### src/rtl/core/midi_control_map_learn_assert.svh
// Assertion macros for the MIDI learn mapping block
`ifndef MIDI_CONTROL_MAP_LEARN_ASSERT_SVH
`define MIDI_CONTROL_MAP_LEARN_ASSERT_SVH

// Same-cycle implication, sampled on clk, off while arst_n is low
`define MCML_ASSERT_NOW(label, ante, cons) \
	label: assert property (@(posedge clk) disable iff (!arst_n) (ante) |-> (cons)) \
		else $error("midi_control_map_learn: assertion failed");

// Next-cycle implication, sampled on clk, off while arst_n is low
`define MCML_ASSERT_NEXT(label, ante, cons) \
	label: assert property (@(posedge clk) disable iff (!arst_n) (ante) |=> (cons)) \
		else $error("midi_control_map_learn: assertion failed");

`endif

### src/rtl/core/mcml_pkg.sv
// Shared types, codes and widths for the MIDI learn mapping block
`timescale 1ns / 1ps
package mcml_pkg;
	localparam int SLOTS_DEF = 64;
	localparam int SLOT_W    = 6;
	localparam int NUM_W     = 7;
	localparam int VAL_W     = 7;
	localparam int KIND_W    = 3;
	localparam int MTYPE_W   = 2;
	localparam int BTYPE_W   = 2;
	localparam int EV_W      = 2;
	localparam int CFG_IDX_W = 1;
	localparam int CFG_DAT_W = 1;

	localparam logic [BTYPE_W-1:0] BIND_NONE = 2'd0;
	localparam logic [BTYPE_W-1:0] BIND_CC   = 2'd1;
	localparam logic [BTYPE_W-1:0] BIND_NOTE = 2'd2;

	localparam logic [KIND_W-1:0] KIND_MSG    = 3'd0;
	localparam logic [KIND_W-1:0] KIND_ARM    = 3'd1;
	localparam logic [KIND_W-1:0] KIND_DISARM = 3'd2;
	localparam logic [KIND_W-1:0] KIND_BIND   = 3'd3;
	localparam logic [KIND_W-1:0] KIND_CLEAR  = 3'd4;

	localparam logic [MTYPE_W-1:0] MSG_CC       = 2'd0;
	localparam logic [MTYPE_W-1:0] MSG_NOTE_ON  = 2'd1;
	localparam logic [MTYPE_W-1:0] MSG_NOTE_OFF = 2'd2;

	localparam logic [EV_W-1:0] EV_UPDATE = 2'd0;
	localparam logic [EV_W-1:0] EV_LEARN  = 2'd1;
	localparam logic [EV_W-1:0] EV_ACK    = 2'd2;

	localparam logic [CFG_IDX_W-1:0] CFG_CC_EN   = 1'b0;
	localparam logic [CFG_IDX_W-1:0] CFG_NOTE_EN = 1'b1;

	typedef enum logic [2:0] {
		OP_SCAN_LEARN,
		OP_SCAN,
		OP_ARM,
		OP_DISARM,
		OP_BIND
	} op_t;

	typedef struct packed {
		op_t                op;
		logic [BTYPE_W-1:0] ty;
		logic [NUM_W-1:0]   number;
		logic [VAL_W-1:0]   value;
		logic [SLOT_W-1:0]  slot;
	} cmd_t;

	typedef struct packed {
		logic full;
		logic empty;
	} qstat_t;

	typedef struct packed {
		logic [BTYPE_W-1:0] kind;
		logic [NUM_W-1:0]   number;
	} slot_ent_t;

	typedef enum logic [1:0] {
		B_IDLE,
		B_ACK,
		B_SCAN,
		B_END
	} bstate_t;
endpackage

### src/rtl/core/mcml_front.sv
// Front end: configuration registers and classification of input items
`timescale 1ns / 1ps
module mcml_front (
	input  logic                             clk,
	input  logic                             arst_n,
	input  logic                             cfg_we,
	input  logic [mcml_pkg::CFG_IDX_W-1:0]   cfg_index,
	input  logic [mcml_pkg::CFG_DAT_W-1:0]   cfg_data,
	input  logic                             in_valid,
	output logic                             in_ready,
	input  logic [mcml_pkg::KIND_W-1:0]      kind,
	input  logic [mcml_pkg::MTYPE_W-1:0]     message_type,
	input  logic [mcml_pkg::NUM_W-1:0]       number,
	input  logic [mcml_pkg::VAL_W-1:0]       value,
	input  logic [mcml_pkg::SLOT_W-1:0]      slot,
	input  logic [mcml_pkg::BTYPE_W-1:0]     binding_type,
	input  mcml_pkg::qstat_t                 q_stat,
	output logic                             push,
	output mcml_pkg::cmd_t                   push_cmd
);
	import mcml_pkg::*;

	logic               cc_en_q;
	logic               note_en_q;
	logic               keep;
	logic [BTYPE_W-1:0] bty_norm;

	always_ff @(posedge clk or negedge arst_n) begin
		if (!arst_n) begin
			cc_en_q   <= 1'b0;
			note_en_q <= 1'b0;
		end else if (cfg_we) begin
			unique case (cfg_index)
				CFG_CC_EN:   cc_en_q   <= cfg_data[0];
				CFG_NOTE_EN: note_en_q <= cfg_data[0];
				default: ;
			endcase
		end
	end

	assign bty_norm = (binding_type == BIND_CC || binding_type == BIND_NOTE) ?
		binding_type : BIND_NONE;

	always_comb begin
		keep            = 1'b0;
		push_cmd.op     = OP_SCAN;
		push_cmd.ty     = BIND_NONE;
		push_cmd.number = number;
		push_cmd.value  = value;
		push_cmd.slot   = slot;
		unique case (kind)
			KIND_MSG: begin
				unique case (message_type) inside
					MSG_CC: begin
						keep        = cc_en_q;
						push_cmd.op = OP_SCAN_LEARN;
						push_cmd.ty = BIND_CC;
					end
					MSG_NOTE_ON, MSG_NOTE_OFF: begin
						keep        = note_en_q;
						push_cmd.ty = BIND_NOTE;
						// zero velocity note on behaves as note off
						if (message_type == MSG_NOTE_ON && value != '0) begin
							push_cmd.op = OP_SCAN_LEARN;
						end else begin
							push_cmd.op    = OP_SCAN;
							push_cmd.value = '0;
						end
					end
					default: keep = 1'b0;
				endcase
			end
			KIND_ARM: begin
				keep        = 1'b1;
				push_cmd.op = OP_ARM;
			end
			KIND_DISARM: begin
				keep        = 1'b1;
				push_cmd.op = OP_DISARM;
			end
			KIND_BIND: begin
				keep            = 1'b1;
				push_cmd.op     = OP_BIND;
				push_cmd.ty     = bty_norm;
				push_cmd.number = (bty_norm == BIND_NONE) ? '0 : number;
			end
			KIND_CLEAR: begin
				keep            = 1'b1;
				push_cmd.op     = OP_BIND;
				push_cmd.number = '0;
			end
			default: keep = 1'b0;
		endcase
	end

	// ignored items are taken and dropped here
	assign in_ready = !q_stat.full;
	assign push     = in_valid && in_ready && keep;
endmodule

### src/rtl/core/mcml_queue.sv
// Two-entry command queue between front and back end
`timescale 1ns / 1ps
module mcml_queue (
	input  logic             clk,
	input  logic             arst_n,
	input  logic             push,
	input  mcml_pkg::cmd_t   push_cmd,
	input  logic             pop,
	output mcml_pkg::cmd_t   head,
	output mcml_pkg::qstat_t stat
);
	import mcml_pkg::*;

	cmd_t       ent_q [2];
	logic       wr_q;
	logic       rd_q;
	logic [1:0] cnt_q;

	always_ff @(posedge clk) begin
		if (push) begin
			ent_q[wr_q] <= push_cmd;
		end
	end

	always_ff @(posedge clk or negedge arst_n) begin
		if (!arst_n) begin
			wr_q  <= 1'b0;
			rd_q  <= 1'b0;
			cnt_q <= '0;
		end else begin
			if (push) begin
				wr_q <= !wr_q;
			end
			if (pop) begin
				rd_q <= !rd_q;
			end
			cnt_q <= cnt_q + {1'b0, push} - {1'b0, pop};
		end
	end

	assign head       = ent_q[rd_q];
	assign stat.full  = cnt_q[1];
	assign stat.empty = (cnt_q == '0);
endmodule

### src/rtl/core/mcml_back.sv
// Back end: slot table, learn state, slot scan and result register
`timescale 1ns / 1ps
module mcml_back #(
	parameter int SLOTS = mcml_pkg::SLOTS_DEF
) (
	input  logic                          clk,
	input  logic                          arst_n,
	input  mcml_pkg::cmd_t                head,
	input  mcml_pkg::qstat_t              q_stat,
	output logic                          pop,
	output logic                          out_valid,
	input  logic                          out_ready,
	output logic [mcml_pkg::EV_W-1:0]     event_res,
	output logic [mcml_pkg::SLOT_W-1:0]   out_slot,
	output logic [mcml_pkg::BTYPE_W-1:0]  out_type,
	output logic [mcml_pkg::VAL_W-1:0]    out_value,
	output logic                          learn_armed,
	output logic                          last
);
	import mcml_pkg::*;

	localparam int AW = (SLOTS > 1) ? $clog2(SLOTS) : 1;
	localparam logic [AW-1:0] LAST_IDX = AW'(SLOTS - 1);

	slot_ent_t          mem [SLOTS];
	logic [SLOTS-1:0]   vld_q;
	slot_ent_t          rd_q;
	logic               rd_vld_q;

	bstate_t            st_q, st_d;
	logic               learn_q, learn_d;
	logic [SLOT_W-1:0]  target_q, target_d;
	logic [AW-1:0]      idx_q, idx_d;
	logic [AW-1:0]      pend_q, pend_d;
	logic               pend_v_q, pend_v_d;

	logic               out_valid_q;
	logic [EV_W-1:0]    ev_q;
	logic [SLOT_W-1:0]  slot_q;
	logic [BTYPE_W-1:0] type_q;
	logic [VAL_W-1:0]   value_q;
	logic               armed_q;
	logic               last_q;

	logic               we;
	logic [AW-1:0]      wa;
	slot_ent_t          wd;
	logic [AW-1:0]      rd_addr;
	logic               emit;
	logic [EV_W-1:0]    e_ev;
	logic [SLOT_W-1:0]  e_slot;
	logic [BTYPE_W-1:0] e_type;
	logic [VAL_W-1:0]   e_value;
	logic               e_armed;
	logic               e_last;

	logic               can_emit;
	logic               in_rng;
	logic [AW-1:0]      head_addr;
	logic [BTYPE_W-1:0] ent_kind;
	logic [NUM_W-1:0]   ent_num;
	logic               match;
	logic               advance;

	// slot table
	always_ff @(posedge clk) begin
		if (we) begin
			mem[wa] <= wd;
		end
		rd_q <= mem[rd_addr];
	end

	always_ff @(posedge clk or negedge arst_n) begin
		if (!arst_n) begin
			vld_q    <= '0;
			rd_vld_q <= 1'b0;
		end else begin
			if (we) begin
				vld_q[wa] <= 1'b1;
			end
			rd_vld_q <= vld_q[rd_addr];
		end
	end

	assign ent_kind  = rd_vld_q ? rd_q.kind : BIND_NONE;
	assign ent_num   = rd_vld_q ? rd_q.number : '0;
	assign can_emit  = !out_valid_q || out_ready;
	assign in_rng    = ({1'b0, head.slot} < (SLOT_W + 1)'(SLOTS));
	assign head_addr = head.slot[AW-1:0];
	assign match     = (ent_kind == head.ty) && (ent_num == head.number);
	// hold the scan while a found slot waits for a free result register
	assign advance   = !match || !pend_v_q || can_emit;

	always_ff @(posedge clk or negedge arst_n) begin
		if (!arst_n) begin
			st_q     <= B_IDLE;
			learn_q  <= 1'b0;
			target_q <= '0;
			idx_q    <= '0;
			pend_q   <= '0;
			pend_v_q <= 1'b0;
		end else begin
			st_q     <= st_d;
			learn_q  <= learn_d;
			target_q <= target_d;
			idx_q    <= idx_d;
			pend_q   <= pend_d;
			pend_v_q <= pend_v_d;
		end
	end

	always_comb begin
		st_d     = st_q;
		learn_d  = learn_q;
		target_d = target_q;
		idx_d    = idx_q;
		pend_d   = pend_q;
		pend_v_d = pend_v_q;
		pop      = 1'b0;
		we       = 1'b0;
		wa       = head_addr;
		wd.kind  = head.ty;
		wd.number = head.number;
		rd_addr  = head_addr;
		emit     = 1'b0;
		e_ev     = EV_ACK;
		e_slot   = head.slot;
		e_type   = BIND_NONE;
		e_value  = '0;
		e_armed  = learn_q;
		e_last   = 1'b1;
		unique case (st_q)
			B_IDLE: begin
				if (!q_stat.empty) begin
					unique case (head.op) inside
						OP_ARM: begin
							if (in_rng) begin
								learn_d  = 1'b1;
								target_d = head.slot;
							end
							st_d = B_ACK;
						end
						OP_DISARM: begin
							if (head.slot == target_q) begin
								learn_d = 1'b0;
							end
							st_d = B_ACK;
						end
						OP_BIND: begin
							if (can_emit) begin
								we     = in_rng;
								emit   = 1'b1;
								e_type = in_rng ? head.ty : BIND_NONE;
								pop    = 1'b1;
							end
						end
						OP_SCAN_LEARN, OP_SCAN: begin
							if (head.op == OP_SCAN_LEARN && learn_q && head.value != '0) begin
								if (can_emit) begin
									we      = 1'b1;
									wa      = target_q[AW-1:0];
									learn_d = 1'b0;
									emit    = 1'b1;
									e_ev    = EV_LEARN;
									e_slot  = target_q;
									e_type  = head.ty;
									e_armed = 1'b0;
									pop     = 1'b1;
								end
							end else begin
								rd_addr  = '0;
								idx_d    = '0;
								pend_v_d = 1'b0;
								st_d     = B_SCAN;
							end
						end
						default: ;
					endcase
				end
			end
			B_ACK: begin
				if (can_emit) begin
					emit   = 1'b1;
					e_type = in_rng ? ent_kind : BIND_NONE;
					pop    = 1'b1;
					st_d   = B_IDLE;
				end
			end
			B_SCAN: begin
				rd_addr = (advance && idx_q != LAST_IDX) ? idx_q + 1'b1 : idx_q;
				e_ev    = EV_UPDATE;
				e_slot  = SLOT_W'(pend_q);
				e_type  = head.ty;
				e_value = head.value;
				e_last  = 1'b0;
				if (advance) begin
					if (match) begin
						// the earlier match is now known not to be the last one
						emit     = pend_v_q;
						pend_d   = idx_q;
						pend_v_d = 1'b1;
					end
					if (idx_q == LAST_IDX) begin
						st_d = B_END;
					end else begin
						idx_d = idx_q + 1'b1;
					end
				end
			end
			B_END: begin
				e_ev    = EV_UPDATE;
				e_slot  = SLOT_W'(pend_q);
				e_type  = head.ty;
				e_value = head.value;
				if (!pend_v_q) begin
					pop  = 1'b1;
					st_d = B_IDLE;
				end else if (can_emit) begin
					emit = 1'b1;
					pop  = 1'b1;
					st_d = B_IDLE;
				end
			end
			default: st_d = B_IDLE;
		endcase
	end

	// result register
	always_ff @(posedge clk or negedge arst_n) begin
		if (!arst_n) begin
			out_valid_q <= 1'b0;
		end else if (emit) begin
			out_valid_q <= 1'b1;
		end else if (out_ready) begin
			out_valid_q <= 1'b0;
		end
	end

	always_ff @(posedge clk) begin
		if (emit) begin
			ev_q    <= e_ev;
			slot_q  <= e_slot;
			type_q  <= e_type;
			value_q <= e_value;
			armed_q <= e_armed;
			last_q  <= e_last;
		end
	end

	assign out_valid   = out_valid_q;
	assign event_res   = ev_q;
	assign out_slot    = slot_q;
	assign out_type    = type_q;
	assign out_value   = value_q;
	assign learn_armed = armed_q;
	assign last        = last_q;
endmodule

### src/rtl/core/midi_control_map_learn.sv
// Top level of the MIDI learn controller mapping block
`timescale 1ns / 1ps
// Usage:
//   Input channel (in_valid/in_ready) takes one item per transfer: a MIDI
//   message (CC, note on, note off) or a control item (arm, disarm, bind,
//   clear). Output channel (out_valid/out_ready) gives result items; the
//   result field last marks the final result caused by one input item.
//   cfg_we/cfg_index/cfg_data write cc_enable (index 0) and note_enable
//   (index 1); write them only while the block is idle.
// Timing:
//   Bind, clear and learning messages are handled in the back end's idle state;
//   arm and disarm also pass the ack state (one slot table read). A tracked
//   message that does not learn scans the table one slot a cycle, set by the
//   single read port of the slot table, and pauses while a match waits for the
//   result register. Each result passes the queue and the result register.
//   A two-entry queue lets the input side keep taking items while results wait.
// Reset clears the slot table (all slots unbound), learn state and enables.
// When the receiver stalls, the result register holds and the scan pauses;
// the input side stalls once the queue is full.
module midi_control_map_learn #(
	parameter int SLOTS = mcml_pkg::SLOTS_DEF
) (
	input  logic                             clk,
	input  logic                             arst_n,
	input  logic                             cfg_we,
	input  logic [mcml_pkg::CFG_IDX_W-1:0]   cfg_index,
	input  logic [mcml_pkg::CFG_DAT_W-1:0]   cfg_data,
	input  logic                             in_valid,
	output logic                             in_ready,
	input  logic [mcml_pkg::KIND_W-1:0]      kind,
	input  logic [mcml_pkg::MTYPE_W-1:0]     message_type,
	input  logic [mcml_pkg::NUM_W-1:0]       number,
	input  logic [mcml_pkg::VAL_W-1:0]       value,
	input  logic [mcml_pkg::SLOT_W-1:0]      slot,
	input  logic [mcml_pkg::BTYPE_W-1:0]     binding_type,
	output logic                             out_valid,
	input  logic                             out_ready,
	output logic [mcml_pkg::EV_W-1:0]        event_res,
	output logic [mcml_pkg::SLOT_W-1:0]      out_slot,
	output logic [mcml_pkg::BTYPE_W-1:0]     out_type,
	output logic [mcml_pkg::VAL_W-1:0]       out_value,
	output logic                             learn_armed,
	output logic                             last
);
	import mcml_pkg::*;

`include "midi_control_map_learn_assert.svh"

	logic   push;
	logic   pop;
	cmd_t   push_cmd;
	cmd_t   head;
	qstat_t q_stat;

	mcml_front u_front (
		.clk          (clk),
		.arst_n       (arst_n),
		.cfg_we       (cfg_we),
		.cfg_index    (cfg_index),
		.cfg_data     (cfg_data),
		.in_valid     (in_valid),
		.in_ready     (in_ready),
		.kind         (kind),
		.message_type (message_type),
		.number       (number),
		.value        (value),
		.slot         (slot),
		.binding_type (binding_type),
		.q_stat       (q_stat),
		.push         (push),
		.push_cmd     (push_cmd)
	);

	mcml_queue u_queue (
		.clk      (clk),
		.arst_n   (arst_n),
		.push     (push),
		.push_cmd (push_cmd),
		.pop      (pop),
		.head     (head),
		.stat     (q_stat)
	);

	mcml_back #(
		.SLOTS (SLOTS)
	) u_back (
		.clk         (clk),
		.arst_n      (arst_n),
		.head        (head),
		.q_stat      (q_stat),
		.pop         (pop),
		.out_valid   (out_valid),
		.out_ready   (out_ready),
		.event_res   (event_res),
		.out_slot    (out_slot),
		.out_type    (out_type),
		.out_value   (out_value),
		.learn_armed (learn_armed),
		.last        (last)
	);

	`MCML_ASSERT_NOW(a_only_updates_not_last, out_valid && !last, event_res == EV_UPDATE)
	`MCML_ASSERT_NOW(a_learn_disarms, out_valid && event_res == EV_LEARN, !learn_armed)
	`MCML_ASSERT_NOW(a_ctrl_value_zero, out_valid && event_res != EV_UPDATE, out_value == '0)
	`MCML_ASSERT_NEXT(a_push_fills_queue, push && !pop, !q_stat.empty)
endmodule

### config.mk
export PLATFORM = sky130hd
export DESIGN_NAME = midi_control_map_learn
export DESIGN_NICKNAME = d
export VERILOG_FILES = /design/src/rtl/core/mcml_pkg.sv /design/src/rtl/core/mcml_front.sv /design/src/rtl/core/mcml_queue.sv /design/src/rtl/core/mcml_back.sv /design/src/rtl/core/midi_control_map_learn.sv
export VERILOG_INCLUDE_DIRS = /design/src /design/src/rtl/core
export SDC_FILE = /design/constraint.sdc
export NUM_CORES = 1
export LEC_CHECK = 0
export BUFFER_PORTS_ARGS = -buffer_cell sky130_fd_sc_hd__buf_2
export CAP_MARGIN = 20
export CORE_ASPECT_RATIO = 0.9
export CORE_UTILIZATION = 63
export CTS_CLUSTER_SIZE = 10
export DETAILED_ROUTE_END_ITERATION = 8
export PLACE_DENSITY_LB_ADDON = 0.08
export SLEW_MARGIN = 20
export SYNTH_ARGS = -nofsm -noshare
export SYNTH_HDL_FRONTEND = slang
export SYNTH_SLANG_ARGS = --single-unit
### constraint.sdc
create_clock -name clk -period 4.6 [get_ports clk]
set_input_delay 0.69 -clock clk [delete_from_list [all_inputs] [get_ports clk]]
set_output_delay 0.69 -clock clk [all_outputs]
set_load 0.1 [all_outputs]
==> run summary <==
hold_buf cts - 0
clock latency on the worst-skew pair - 620 ps
Die X - 235 µm
relative slew slack - 30.2%
clock slew at reported path FFs - 60 ps
worst min path class - input port to async pin
Synth Area in Compound Gates - 8.37%
Max stage delay cell, worst path - a2111oi_0
IO Count - 55
post-route minimum period - 4480 ps
P per Cell Area - 690 nW/µm²
Yosys top cell area share - 63.1%
CTS tree - built
status - complete, no violations
DR pass1 iterations - 5
layout cells sized above 1 - 17.0%
cell area after synthesis - 30700 µm²
internal power - 0.0148 W
Ys Warns - 0
buffers and inverters on the worst path - 5
Max VDD drop - 616 µV
CP Data Arrival Time - 5030 ps
Design Area, Final - 35200 µm²
net load switching power - 0.00950 W
Combinational Power Share - 38.7%
gr usage total - 35.0%
Synth Flop Type - edfxtp_1
filler instances - 3132
Area after DPL - 32600 µm²
via-per-instance ratio - 6.46
num rows - 76
Leak - 12.8 nW
Commonest cells post-synth - edfxtp_1, nand2_1, nand3_1
XOR/XNOR share of the synthesized area - 0.457%
DRT iter0 DRCs - 2633
ys async rst share - 12.6%
Post-Route WL - 85.0 mm
Seq/Total Area, Yosys - 71.4%
Layout area overhead - 14.7%
family with the most delay on the worst path - simple AND/OR/NAND/NOR gates
CP max FO - 9
CP endpoint kind - flip-flop
Total Power - 0.0243 W
area share of fa/ha/maj cells after synthesis - 0.367%
die area - 49600 µm²
Routed Antenna Nets - 0
cell with the most instances after synthesis - edfxtp_1
cell taking the most area after synthesis - edfxtp_1
Syn Nets - 2367
CTS Buf Count - 85
PnR worst setup slack - 119 ps
EDFF count, synth - 645
Gate Count Post-Synth - 2324
Worst Path Required - 5150 ps
Reg power frac - 36.5%
clk sink count - 748
core area - 47900 µm²
Crit Path Category - flip-flop to flip-flop
Max Clock Freq - 223 MHz
Crit path top cell by count - buf_4
syn_area_per_cell - 13.2 µm²
Final Cycle Share - 97.4%
Fin. Hold Viols - 0
largest net degree at the start of global routing - 115
mux contribution to synthesized area - 2.74%
Die Y - 211 µm
Avg WL per Cell - 26.6 µm
fin nets - 2549
Synth Area in Simple Gates - 14.5%
CP max stage delay - 620 ps
DP Wirelength - 54.9 mm
diode count - 0
Starting Density - 64.0%
clock share of power - 24.8%
# Max-Cap Violations - 0
initial antenna violation count - 2
GPL Wtd Cong - 0.951
final setup TNS - 0 ps
Slew Limit Fails - 0
Yosys reg bits - 748
CTS root buf - clkbuf_16
worst-path cell chain - buf_12, mux2i_1, inv_2, nor3_1, o31ai_4, or4_1, a21oi_1, or2_2, buf_4, nor2_2, buf_4, and3_1, a2111oi_0, buf_4, a211oi_1, nand4_1
main combinational cell family by area after synthesis - simple AND/OR/NAND/NOR gates
startpoint type of the worst setup path - flip-flop
Final Skew - 24.7 ps
htree depth - 3
Yosys cell types - 80
first-pass GRT wire length - 127 mm
gr ovfl total - 0
Sw Share - 39.1%
port bufs - 54
Least-Margin Pin Slew - 1040 ps
pre-CTS setup slack - -84.4 ps
# setup viols final - 0
Synth area leaders - edfxtp_1, dfrtp_1, nand2_1
vias in the first global route - 19857
routed via count - 20664
clock tree buffer depth - 3
drt drc - 0
## flip-flops by register name, summed over array words and instances (netlist names), 2 cells and up
signal	count
u_back.event_res	2
u_back.idx_q	6
u_back.mem	576
u_back.out_slot	6
u_back.out_type	2
u_back.out_value	7
u_back.pend_q	6
u_back.rd_q	9
u_back.st_q	2
u_back.target_q	6
u_back.vld_q	64
u_queue.cnt_q	2
u_queue.ent_q	50
## placed cells by master (no fill, tap or decap), types with 15 or more instances in the layout
| master | count |
|---|---|
| a2111oi_0 | 16 |
| a211oi_1 | 31 |
| a21oi_1 | 36 |
| a31oi_1 | 47 |
| a32oi_1 | 18 |
| and2_1 | 15 |
| and3_1 | 35 |
| buf_2 | 53 |
| buf_4 | 151 |
| clkbuf_1 | 65 |
| clkbuf_16 | 87 |
| dfrtp_1 | 93 |
| edfxtp_1 | 645 |
| inv_1 | 16 |
| mux2_2 | 19 |
| mux2i_1 | 56 |
| nand2_1 | 473 |
| nand3_1 | 156 |
| nand4_1 | 33 |
| nor2_1 | 99 |
| nor3_1 | 17 |
| o211ai_1 | 19 |
| o21ai_0 | 49 |
| o22a_1 | 16 |
| or2_2 | 65 |
## worst reg2reg max path, stage by stage (launching register included)
cell and delay (ps):
dfrtp_2 480, buf_12 150, mux2i_1 390, inv_2 70, nor3_1 340, o31ai_4 130, or4_1 570, a21oi_1 280
or2_2 260, buf_4 230, nor2_2 130, buf_4 220, and3_1 170, a2111oi_0 620, buf_4 220, a211oi_1 60
nand4_1 120
## repair_timing
| action | in CTS | in global routing |
|---|---|---|
| setup buffers | 0 | 5 |
| pin swaps | 0 | 1 |
| gates cloned | 0 | 0 |
| endpoints found under the hold margin | 0 | 0 |
| endpoints found under the setup margin | 1 | 10 |
| resized for setup | 1 | 18 |
## kinds of logic (layout without fill, tap and decap cells)
logic type                 Yosys count  count (layout)
and+or+nand+nor                    970             970
DFF                                748             748
AOI/OAI and AO/OA                  351             351
buffers and inverters              150             400
muxes                               80              80
xor gates and xnor gates            16              16
adders and majority gates            9               9
## power by group through the flow
stage | clock, W | combinational [W] | sequential [W]
floorplan | 0 | 0.00514 | 0.00946
global placement | 0 | 0.00889 | 0.00897
detailed placement | 0 | 0.00903 | 0.00899
CTS | 0.00607 | 0.00908 | 0.00886
global route | 0.00635 | 0.00990 | 0.00891
finish | 0.00604 | 0.00939 | 0.00886
## through the flow
step           cells  hold WS (ps)  util (%)
2_1_floorplan   2324           394         -
3_3_place_gp    3036           445      68.0
3_5_place_dp    3036           450      68.0
4_1_cts         3191           232      73.1
5_1_grt         3198           165      73.4
6_report        3198           131      73.4
## layout make-up
cell class / count / area, µm² / share of cell area (%)
well taps: 624 / 781 / 2.22
clock buffers: 152 / 2420 / 6.88
flip-flops and latches: 748 / 21900 / 62.2
repair buffers: 221 / 1700 / 4.84
multi-input cells: 1426 / 8280 / 23.5
clock inverters: 3 / 20.0 / 0.0569
inverters: 24 / 90.1 / 0.256
## path summary, 6_finish.rpt
kind                                       endpoint  slack (ps)        startpoint  depth (start not counted)
worst min register to register     u_back.vld_q[16]         470  u_back.vld_q[16]                          1
worst min-delay path               u_back.vld_q[42]         130            arst_n                          1
max in group asynchronous           u_back.idx_q[2]        3530            arst_n                          2
worst max register to register      u_back.rd_vld_q         120      u_queue.rd_q                         16
min in group clk                u_queue.ent_q[1][0]         260           slot[0]                          1
worst max-delay path                u_back.rd_vld_q         120      u_queue.rd_q                         16
## metal layers
layer | up-vias | wire [µm] | global-route usage (%)
met5 | - | 27 | 0
met4 | 4 | 3220 | 13.4
met3 | 199 | 8890 | 7.25
met2 | 1168 | 38300 | 52.3
met1 | 10209 | 34600 | 51.2
li1 | 9084 | - | -
(Power assumes the default switching activity.)
